**config.mk**
```make
export PLATFORM = sky130hd
export DESIGN_NAME = ip_egress_address_filter
export DESIGN_NICKNAME = d
export VERILOG_FILES = /design/src/rtl/ipeaf_pkg.sv /design/src/rtl/ipeaf_ctrl.sv /design/src/rtl/ipeaf_dpath.sv /design/src/rtl/ip_egress_address_filter.sv
export SDC_FILE = /design/constraint.sdc
export NUM_CORES = 2
export LEC_CHECK = 0
export ABC_CLOCK_PERIOD_IN_PS = 16149
export BUFFER_PORTS_ARGS = -buffer_cell sky130_fd_sc_hd__buf_4
export CAP_MARGIN = 20
export CORE_ASPECT_RATIO = 1.1
export CORE_MARGIN = 5
export CORE_UTILIZATION = 50
export CTS_CLUSTER_DIAMETER = 100
export DETAILED_ROUTE_END_ITERATION = 7
export PLACE_DENSITY_LB_ADDON = 0.1
export RECOVER_POWER = 25
export SYNTH_ARGS = -nofsm -noshare
export SYNTH_HDL_FRONTEND = slang
export SYNTH_HIERARCHICAL = 1
export SYNTH_SLANG_ARGS = --single-unit
```
**constraint.sdc**
```tcl
create_clock -name i_clk -period 16.15 [get_ports i_clk]
set_input_delay 0 -clock i_clk [delete_from_list [all_inputs] [get_ports i_clk]]
set_output_delay 0 -clock i_clk [all_outputs]
set_load 0.02 [all_outputs]
```
**src/rtl/ipeaf_pkg.sv**
```systemverilog
// Shared types, codes and special-use range constants for the egress address filter.
package ipeaf_pkg;

    localparam logic CMD_CHECK = 1'b0;
    localparam logic CMD_WRITE = 1'b1;

    localparam logic [7:0] V4_MAX_PREFIX = 8'd32;
    localparam logic [7:0] V6_MAX_PREFIX = 8'd128;

    localparam int V4_SPECIAL_COUNT = 14;

    localparam logic [31:0] V4_SPECIAL_NET [V4_SPECIAL_COUNT] = '{
        32'h00000000, 32'h0a000000, 32'h64400000, 32'h7f000000, 32'ha9fe0000,
        32'hac100000, 32'hc0000000, 32'hc0000200, 32'hc0a80000, 32'hc6120000,
        32'hc6336400, 32'hcb007100, 32'he0000000, 32'hf0000000
    };

    localparam logic [5:0] V4_SPECIAL_LEN [V4_SPECIAL_COUNT] = '{
        6'd8, 6'd8, 6'd10, 6'd8, 6'd16, 6'd12, 6'd24,
        6'd24, 6'd16, 6'd15, 6'd24, 6'd24, 6'd4, 6'd4
    };

    localparam logic [31:0] V6_MAPPED_TAG   = 32'h0000ffff;
    localparam logic [7:0]  V6_MCAST_TOP    = 8'hff;
    localparam logic [9:0]  V6_LINK_LOCAL   = 10'h3fa;  // fe80::/10
    localparam logic [9:0]  V6_SITE_LOCAL   = 10'h3fb;  // fec0::/10
    localparam logic [6:0]  V6_UNIQUE_LOCAL = 7'h7e;    // fc00::/7
    localparam logic [31:0] V6_DOC_PREFIX   = 32'h20010db8;

    typedef enum logic [1:0] {
        ST_IDLE,
        ST_SCAN,
        ST_FINISH
    } t_state;

    // controller -> datapath
    typedef struct packed {
        logic capture;   // transaction accepted this cycle
        logic rd_en;     // read one slot of the table
        logic finish;    // last compare in flight, load the result
    } t_dp_cmd;

    typedef struct packed {
        logic        is_ipv6;
        logic [63:0] net_high;
        logic [63:0] net_low;
        logic [7:0]  prefix;
    } t_slot_entry;

    function automatic logic special_v4(input logic [31:0] a);
        logic        hit;
        logic [31:0] m;
        hit = 1'b0;
        for (int i = 0; i < V4_SPECIAL_COUNT; i++) begin
            m = ~(32'hffffffff >> V4_SPECIAL_LEN[i]);
            if ((a & m) == (V4_SPECIAL_NET[i] & m)) begin
                hit = 1'b1;
            end
        end
        return hit;
    endfunction

    function automatic logic special_v6(input logic [63:0] h, input logic [63:0] l);
        logic sp;
        sp = 1'b0;
        if (h == 64'd0 && (l == 64'd0 || l == 64'd1)) begin
            sp = 1'b1;
        end else if (h[63:56] == V6_MCAST_TOP) begin
            sp = 1'b1;
        end else if (h[63:54] == V6_LINK_LOCAL || h[63:54] == V6_SITE_LOCAL) begin
            sp = 1'b1;
        end else if (h == 64'd0 && l[63:32] == V6_MAPPED_TAG) begin
            sp = special_v4(l[31:0]);
        end else if (h[63:57] == V6_UNIQUE_LOCAL) begin
            sp = 1'b1;
        end else if (h[63:32] == V6_DOC_PREFIX) begin
            sp = 1'b1;
        end
        return sp;
    endfunction

endpackage

```
**src/rtl/ipeaf_ctrl.sv**
```systemverilog
// Sequencer for the filter: accepts transactions and sweeps the allow table.
module ipeaf_ctrl #(
    parameter int ALLOW_SLOTS = 16
) (
    input  logic                                    i_clk,
    input  logic                                    i_rst_n,
    input  logic                                    start,
    input  logic                                    i_command,
    output logic                                    busy,
    output ipeaf_pkg::t_dp_cmd                      o_cmd,
    output logic [((ALLOW_SLOTS > 1) ? $clog2(ALLOW_SLOTS) : 1)-1:0] o_rd_addr,
    output logic                                    o_result_valid
);
    import ipeaf_pkg::*;

    localparam int SLOT_W = (ALLOW_SLOTS > 1) ? $clog2(ALLOW_SLOTS) : 1;
    localparam logic [SLOT_W-1:0] LAST_SLOT = SLOT_W'(ALLOW_SLOTS - 1);

    t_state            r_state, n_state;
    logic [SLOT_W-1:0] r_slot_cnt, n_slot_cnt;
    logic              r_done, n_done;

    always_ff @(posedge i_clk) begin
        if (!i_rst_n) begin
            r_state    <= ST_IDLE;
            r_slot_cnt <= '0;
            r_done     <= 1'b0;
        end else begin
            r_state    <= n_state;
            r_slot_cnt <= n_slot_cnt;
            r_done     <= n_done;
        end
    end

    always_comb begin
        n_state    = r_state;
        n_slot_cnt = r_slot_cnt;
        n_done     = 1'b0;
        o_cmd      = '0;
        busy       = 1'b1;
        case (r_state)
            ST_IDLE: begin
                busy = 1'b0;
                if (start) begin
                    o_cmd.capture = 1'b1;
                    if (i_command == CMD_WRITE) begin
                        // write lands at the accept edge, result follows at once
                        n_done = 1'b1;
                    end else begin
                        n_state    = ST_SCAN;
                        n_slot_cnt = '0;
                    end
                end
            end
            ST_SCAN: begin
                o_cmd.rd_en = 1'b1;
                if (r_slot_cnt == LAST_SLOT) begin
                    n_state = ST_FINISH;
                end else begin
                    n_slot_cnt = r_slot_cnt + 1'b1;
                end
            end
            ST_FINISH: begin
                o_cmd.finish = 1'b1;
                n_done       = 1'b1;
                n_state      = ST_IDLE;
            end
            default: begin
                n_state = ST_IDLE;
            end
        endcase
    end

    assign o_rd_addr      = r_slot_cnt;
    assign o_result_valid = r_done;

    a_check_starts_scan: assert property (@(posedge i_clk) disable iff (!i_rst_n)
        (start && !busy && i_command == CMD_CHECK) |=> (r_state == ST_SCAN && r_slot_cnt == '0))
        else $error("accepted check did not start the table sweep");

    a_write_result_next: assert property (@(posedge i_clk) disable iff (!i_rst_n)
        (start && !busy && i_command == CMD_WRITE) |=> (r_done && r_state == ST_IDLE))
        else $error("write transaction did not produce its result");

    a_finish_gives_result: assert property (@(posedge i_clk) disable iff (!i_rst_n)
        (r_state == ST_FINISH) |=> (r_done && !busy))
        else $error("sweep finished without a result strobe");

    a_scan_in_range: assert property (@(posedge i_clk) disable iff (!i_rst_n)
        (r_state == ST_SCAN) |-> (r_slot_cnt <= LAST_SLOT))
        else $error("slot counter ran past the table");

endmodule

```
**src/rtl/ipeaf_dpath.sv**
```systemverilog
// Datapath: allow table, prefix compare, special-use classifier and result registers.
module ipeaf_dpath #(
    parameter int ALLOW_SLOTS = 16
) (
    input  logic                                    i_clk,
    input  logic                                    i_rst_n,
    input  ipeaf_pkg::t_dp_cmd                      i_cmd,
    input  logic [((ALLOW_SLOTS > 1) ? $clog2(ALLOW_SLOTS) : 1)-1:0] i_rd_addr,
    input  logic                                    i_cfg_we,
    input  logic                                    i_cfg_wdata,
    input  logic                                    i_command,
    input  logic                                    i_is_ipv6,
    input  logic [63:0]                             i_addr_high,
    input  logic [63:0]                             i_addr_low,
    input  logic [3:0]                              i_entry_slot,
    input  logic                                    i_entry_enable,
    input  logic [7:0]                              i_prefix_bits,
    output logic                                    o_allowed,
    output logic                                    o_list_hit,
    output logic                                    o_special_use
);
    import ipeaf_pkg::*;

    localparam int SLOT_W = (ALLOW_SLOTS > 1) ? $clog2(ALLOW_SLOTS) : 1;

    t_slot_entry            mem [ALLOW_SLOTS];
    t_slot_entry            r_rd_data;
    logic [ALLOW_SLOTS-1:0] r_slot_valid;
    logic                   r_cmp_en;
    logic                   r_deny_private;

    logic [63:0] r_addr_high, r_addr_low;
    logic        r_is_ipv6;
    logic        r_special;
    logic        r_hit;
    logic        r_allowed, r_list_hit, r_special_use;

    logic [63:0]       addr_high_s, addr_low_s;
    logic [7:0]        prefix_sat;
    logic [8:0]        wr_slot;
    logic              wr_in_range;
    logic              do_write;
    logic [SLOT_W-1:0] wr_idx;
    t_slot_entry       wr_entry;

    logic [127:0] mask128;
    logic [31:0]  mask32;
    logic         v6_match, v4_match, slot_match, hit_final;

    // IPv4 ignores everything above bit 31, both stored and checked
    assign addr_high_s = i_is_ipv6 ? i_addr_high : 64'd0;
    assign addr_low_s  = i_is_ipv6 ? i_addr_low : {32'd0, i_addr_low[31:0]};

    always_comb begin
        if (i_is_ipv6) begin
            prefix_sat = (i_prefix_bits > V6_MAX_PREFIX) ? V6_MAX_PREFIX : i_prefix_bits;
        end else begin
            prefix_sat = (i_prefix_bits > V4_MAX_PREFIX) ? V4_MAX_PREFIX : i_prefix_bits;
        end
    end

    assign wr_slot     = {5'd0, i_entry_slot};
    assign wr_in_range = wr_slot < 9'(ALLOW_SLOTS);
    assign wr_idx      = wr_slot[SLOT_W-1:0];
    assign do_write    = i_cmd.capture && (i_command == CMD_WRITE) && wr_in_range;

    assign wr_entry.is_ipv6  = i_is_ipv6;
    assign wr_entry.net_high = addr_high_s;
    assign wr_entry.net_low  = addr_low_s;
    assign wr_entry.prefix   = prefix_sat;

    // slot table, one write and one registered read port
    always_ff @(posedge i_clk) begin
        if (do_write) begin
            mem[wr_idx] <= wr_entry;
        end
    end

    always_ff @(posedge i_clk) begin
        if (i_cmd.rd_en) begin
            r_rd_data <= mem[i_rd_addr];
        end
    end

    always_ff @(posedge i_clk) begin
        if (!i_rst_n) begin
            r_slot_valid   <= '0;
            r_cmp_en       <= 1'b0;
            r_deny_private <= 1'b1;
        end else begin
            if (do_write) begin
                r_slot_valid[wr_idx] <= i_entry_enable;
            end
            r_cmp_en <= i_cmd.rd_en && r_slot_valid[i_rd_addr];
            if (i_cfg_we) begin
                r_deny_private <= i_cfg_wdata;
            end
        end
    end

    // compare of the slot read in the previous cycle
    assign mask128  = ~({128{1'b1}} >> r_rd_data.prefix);
    assign mask32   = ~(32'hffffffff >> r_rd_data.prefix);
    assign v6_match = ((({r_addr_high, r_addr_low}) ^
                        ({r_rd_data.net_high, r_rd_data.net_low})) & mask128) == 128'd0;
    assign v4_match = ((r_addr_low[31:0] ^ r_rd_data.net_low[31:0]) & mask32) == 32'd0;
    assign slot_match = r_cmp_en && (r_rd_data.is_ipv6 == r_is_ipv6) &&
                        (r_is_ipv6 ? v6_match : v4_match);
    assign hit_final  = r_hit || slot_match;

    always_ff @(posedge i_clk) begin
        if (i_cmd.capture) begin
            r_addr_high <= addr_high_s;
            r_addr_low  <= addr_low_s;
            r_is_ipv6   <= i_is_ipv6;
            r_hit       <= 1'b0;
        end else begin
            r_hit <= hit_final;
        end
        // address is stable for the whole sweep
        r_special <= r_is_ipv6 ? special_v6(r_addr_high, r_addr_low)
                               : special_v4(r_addr_low[31:0]);
    end

    always_ff @(posedge i_clk) begin
        if (i_cmd.capture && i_command == CMD_WRITE) begin
            r_allowed     <= 1'b0;
            r_list_hit    <= 1'b0;
            r_special_use <= 1'b0;
        end else if (i_cmd.finish) begin
            r_allowed     <= hit_final || !r_deny_private || !r_special;
            r_list_hit    <= hit_final;
            r_special_use <= r_special;
        end
    end

    assign o_allowed     = r_allowed;
    assign o_list_hit    = r_list_hit;
    assign o_special_use = r_special_use;

endmodule

```
**src/rtl/ip_egress_address_filter.sv**
```systemverilog
// Top level of the egress address filter: CIDR allow table with special-use guard.
// Raise start for one cycle while busy is low to hand over a transaction; every
// transaction returns one result on o_allowed, o_list_hit and o_special_use, marked by
// o_result_valid for a single cycle, and the result cannot be held off. A write
// updates its slot at the accept edge and its all-zero result appears in the next
// cycle; busy stays low, so another transaction may follow immediately. A check
// sweeps the slot table one entry per cycle through its single read port, then does
// one final compare while busy stays high; the result shows in the cycle busy drops,
// and a new check may be accepted in that same cycle. The slot table comes out of
// reset empty, with no clearing pass. deny_private resets to 1 and should be written
// only while the block is idle.
module ip_egress_address_filter #(
    parameter int ALLOW_SLOTS = 16
) (
    input  logic        i_clk,
    input  logic        i_rst_n,
    input  logic        i_cfg_we,
    input  logic        i_cfg_wdata,
    input  logic        start,
    output logic        busy,
    input  logic        i_command,
    input  logic        i_is_ipv6,
    input  logic [63:0] i_addr_high,
    input  logic [63:0] i_addr_low,
    input  logic [3:0]  i_entry_slot,
    input  logic        i_entry_enable,
    input  logic [7:0]  i_prefix_bits,
    output logic        o_result_valid,
    output logic        o_allowed,
    output logic        o_list_hit,
    output logic        o_special_use
);
    import ipeaf_pkg::*;

    localparam int SLOT_W = (ALLOW_SLOTS > 1) ? $clog2(ALLOW_SLOTS) : 1;

    t_dp_cmd           dp_cmd;
    logic [SLOT_W-1:0] rd_addr;

    ipeaf_ctrl #(
        .ALLOW_SLOTS (ALLOW_SLOTS)
    ) u_ctrl (
        .i_clk          (i_clk),
        .i_rst_n        (i_rst_n),
        .start          (start),
        .i_command      (i_command),
        .busy           (busy),
        .o_cmd          (dp_cmd),
        .o_rd_addr      (rd_addr),
        .o_result_valid (o_result_valid)
    );

    ipeaf_dpath #(
        .ALLOW_SLOTS (ALLOW_SLOTS)
    ) u_dpath (
        .i_clk          (i_clk),
        .i_rst_n        (i_rst_n),
        .i_cmd          (dp_cmd),
        .i_rd_addr      (rd_addr),
        .i_cfg_we       (i_cfg_we),
        .i_cfg_wdata    (i_cfg_wdata),
        .i_command      (i_command),
        .i_is_ipv6      (i_is_ipv6),
        .i_addr_high    (i_addr_high),
        .i_addr_low     (i_addr_low),
        .i_entry_slot   (i_entry_slot),
        .i_entry_enable (i_entry_enable),
        .i_prefix_bits  (i_prefix_bits),
        .o_allowed      (o_allowed),
        .o_list_hit     (o_list_hit),
        .o_special_use  (o_special_use)
    );

endmodule
```
==> results.sh <==
export IMPL_cts_sinks=2488
export IMPL_diodes=0
export IMPL_tightestPinTransition_ps=4310
export IMPL_synthXorXnorAreaFrac_pct=1.18
export IMPL_synth_common_cells="edfxtp_1 (2458), mux4_2 (669), clkbuf_1 (151), and2_1 (109), xor2_1 (87)"
export IMPL_clk_pin_slew_ps=60
export IMPL_cts_path_max_buffers=3
export IMPL_irDropWorstVdd_mv=0.0969
export IMPL_coreArea_mm2=0.191
export IMPL_syn_cell_area_mm2=0.0961
export IMPL_synth_area_top_cells="edfxtp_1 (77%), mux4_2 (16%), xor2_1 (0.79%), and2_1 (0.71%), dfxtp_1 (0.62%)"
export IMPL_period_share_pct=35.9
export IMPL_die_x_um=428
export IMPL_grt_pass1_wl_mm=359
export IMPL_vias_per_cell=6.22
export IMPL_synth_compound_area_share_pct=1.85
export IMPL_antenna_found_initial=5
export IMPL_slew_headroom_pct=-188
export IMPL_wl_met3_mm=15.6
export IMPL_failed_checks="max-capacitance violations, max-slew violations"
export IMPL_yosys_area_top_type="edfxtp_1"
export IMPL_synth_adder_area_share_pct=0.0338
export IMPL_vias=46620
export IMPL_p_per_area_mw_per_mm2=121
export IMPL_final_antenna_net_count=0
export IMPL_area_delta_synth_final_pct=14.4
export IMPL_setup_violations=0
export IMPL_cts_hold_fix_buffers=187
export IMPL_numCtsBuffers=236
export IMPL_die_h_um=470
export IMPL_overflow=0
export IMPL_synth_edf_count=2458
export IMPL_fmax_mhz=172
export IMPL_drv_cap=1
export IMPL_hold_class="input pin to flop"
export IMPL_totalWireLength_mm=251
export IMPL_cts_root_buf="clkbuf_16"
export IMPL_p_leak_nw=35.0
export IMPL_worstPathMaxFanout=70
export IMPL_die_area_mm2=0.201
export IMPL_yosysMostFrequentCell="edfxtp_1"
export IMPL_tns_ps=0
export IMPL_syn_nets=4426
export IMPL_cts_max_level=4
export IMPL_cp_data_required_time_ps=16750
export IMPL_postCtsSetupBuffers=0
export IMPL_grt_usage_pct=24.9
export IMPL_switching_share_pct=21.4
export IMPL_status="finished with violations"
export IMPL_start_util_pct=50.4
export IMPL_numPortBuffers=152
export IMPL_rsz0062_at_grt="no"
export IMPL_met1_length_mm=101
export IMPL_syn_area_per_cell_um2=22.5
export IMPL_ys_async_sr_fraction_pct=0
export IMPL_grt_pass1_vias=48206
export IMPL_synth_seq_cells=2488
export IMPL_drtIter0Drc=4856
export IMPL_clk_latency_ps=890
export IMPL_synth_seq_area_share_pct=77.4
export IMPL_met2_length_mm=127
export IMPL_highest_layer="met5"
export IMPL_cts_resized=0
export IMPL_p_int_mw=10.5
export IMPL_drcViolationCount=0
export IMPL_startpoint_type="input pin"
export IMPL_yosysTopAreaCellShare_pct=76.8
export IMPL_io_pins=153
export IMPL_drv_slew=71
export IMPL_period_needed_ps=5800
export IMPL_rows=168
export IMPL_combPwrFrac_pct=5.0
export IMPL_cts_tree="built"
export IMPL_synthMuxAreaShare_pct=16.0
export IMPL_seq_power_share_pct=54.3
export IMPL_yosysUniqueCellTypes=75
export IMPL_dr_pass1_iters=6
export IMPL_routedWlPerCell_um=33.6
export IMPL_hold_viol=0
export IMPL_grt_start_max_net_pins=140
export IMPL_hpwlAfterDp_mm=135
export IMPL_finalWeightedCongestion=0.918
export IMPL_critPathKind="input pin to flop"
export IMPL_drive_gt1_share_pct=25.9
export IMPL_power_frac_clock_pct=40.8
export IMPL_ys_flop_type="edfxtp_1"
export IMPL_worstSetupEndpointType="flop"
export IMPL_synth_top_family_by_area="multiplexers"
export IMPL_final_nets=4883
export IMPL_yosys_area_share_simple_pct=2.57
export IMPL_finalClockSkew_ps=28.8
export IMPL_cp_arrival_ps=6400
export IMPL_p_switching_mw=2.85
export IMPL_syn_inst=4277
export IMPL_synth_warnings=6
export IMPL_fin_hold_ws_ps=102
## per-layer routing
| metal | vias up | track usage, % |
|---|---|---|
| met1 | 25413 | 34.4 |
| li1 | 19038 | - |
| met4 | 2 | 7.21 |
| met2 | 1766 | 41.8 |
| met3 | 401 | 3.79 |
| met5 | - | 0 |
## placed cells by master, fill, tap and decap left out, types with 6 or more instances in the layout
cell           instances
a22oi_1                7
and2_0                40
a21oi_1               78
inv_1                  9
o21a_1                 6
clkinv_1              61
dlygate4sd3_1        187
xor2_1                87
o22ai_1               13
a21boi_0              14
nor4_1                40
nor2_4                12
nand4_1               27
nand3_1               28
and3_1                 7
nor2b_1               27
or4_1                  7
dfxtp_1               26
o21ai_0               77
inv_16                 6
mux2i_1               28
nand2b_1               9
clkinv_2              58
edfxtp_1            2458
o211ai_1               7
a31oi_1                8
bufinv_16             22
nor3_1                19
clkbuf_4              23
clkbuf_16            236
and2_1                69
clkbuf_1              61
buf_12                 9
a211oi_1              26
nand2_1               79
buf_4                202
xnor2_1               43
nor2_1                45
mux4_2               669
## layout make-up
type | count | area [um^2]
Clock buffer | 282 | 6080
Tap cell | 2550 | 3190
Clock inverter | 162 | 1510
Fill cell | 14037 | 80900
Inverter | 10 | 37.5
Multi-Input combinational cell | 1561 | 20900
Sequential cell | 2488 | 74400
Timing Repair Buffer | 437 | 3800
## through the flow
stage	utilization (%)	cells	setup slack (ps)	power, mW	area, um^2
final	57.6	7490	10350	13.3	110000
after global routing	57.6	7490	10170	13.8	110000
after CTS	57.6	7489	11090	13.4	110000
after detailed placement	52.7	6858	11100	8.00	101000
after global placement	52.7	6857	11060	7.99	101000
after floorplan	-	4277	2630	7.72	96100
## sequential cells by signal, summed over array words and instances (netlist names)
register	cells
u_dpath/o_allowed	1
u_dpath/r_rd_data	137
u_dpath/r_is_ipv6	1
u_dpath/r_cmp_en	1
u_ctrl/o_rd_addr	4
u_dpath/r_hit	1
u_dpath/o_special_use	1
u_dpath/r_addr_high	64
u_ctrl/r_state	2
u_dpath/r_addr_low	64
u_dpath/r_deny_private	1
u_dpath/r_slot_valid	16
u_dpath/r_special	1
u_dpath/mem	2192
u_dpath/o_list_hit	1
u_ctrl/o_result_valid	1
## worst max-delay path, stage by stage
cell	delay, ps
dlygate4sd3_1	570
clkbuf_1	450
clkbuf_1	3060
buf_4	1010
nor2_1	110
nor2_1	140
and2_1	150
dlygate4sd3_1	860
## logic make-up after synthesis
family / Yosys count
simple gates: 447
mux: 697
fa+ha+maj: 3
xor+xnor: 130
compound gates: 284
buf+inv: 228
flops: 2488
## power by group through the flow
| stage | clock, mW | sequential, mW | combinational (mW) |
|---|---|---|---|
| final | 5.43 | 7.23 | 0.662 |
| after global routing | 5.82 | 7.23 | 0.702 |
| after CTS | 5.53 | 7.23 | 0.671 |
| after detailed placement | 0 | 7.37 | 0.633 |
| after global placement | 0 | 7.37 | 0.627 |
| after floorplan | 0 | 7.35 | 0.378 |
## path summary, 6_finish.rpt
| kind | to | slack [ps] | from | depth (start not counted) |
|---|---|---|---|---|
| max | u_dpath/mem[10][3] | 10350 | i_is_ipv6 | 8 |
| min | u_dpath/o_list_hit | 100 | i_command | 4 |
| max reg2reg | u_dpath/r_rd_data[46] | 11260 | u_ctrl/o_rd_addr[0] | 7 |
| min reg2reg | u_dpath/r_hit | 480 | u_dpath/r_hit | 1 |
No activity file was read; power rests on OpenSTA's default activity.
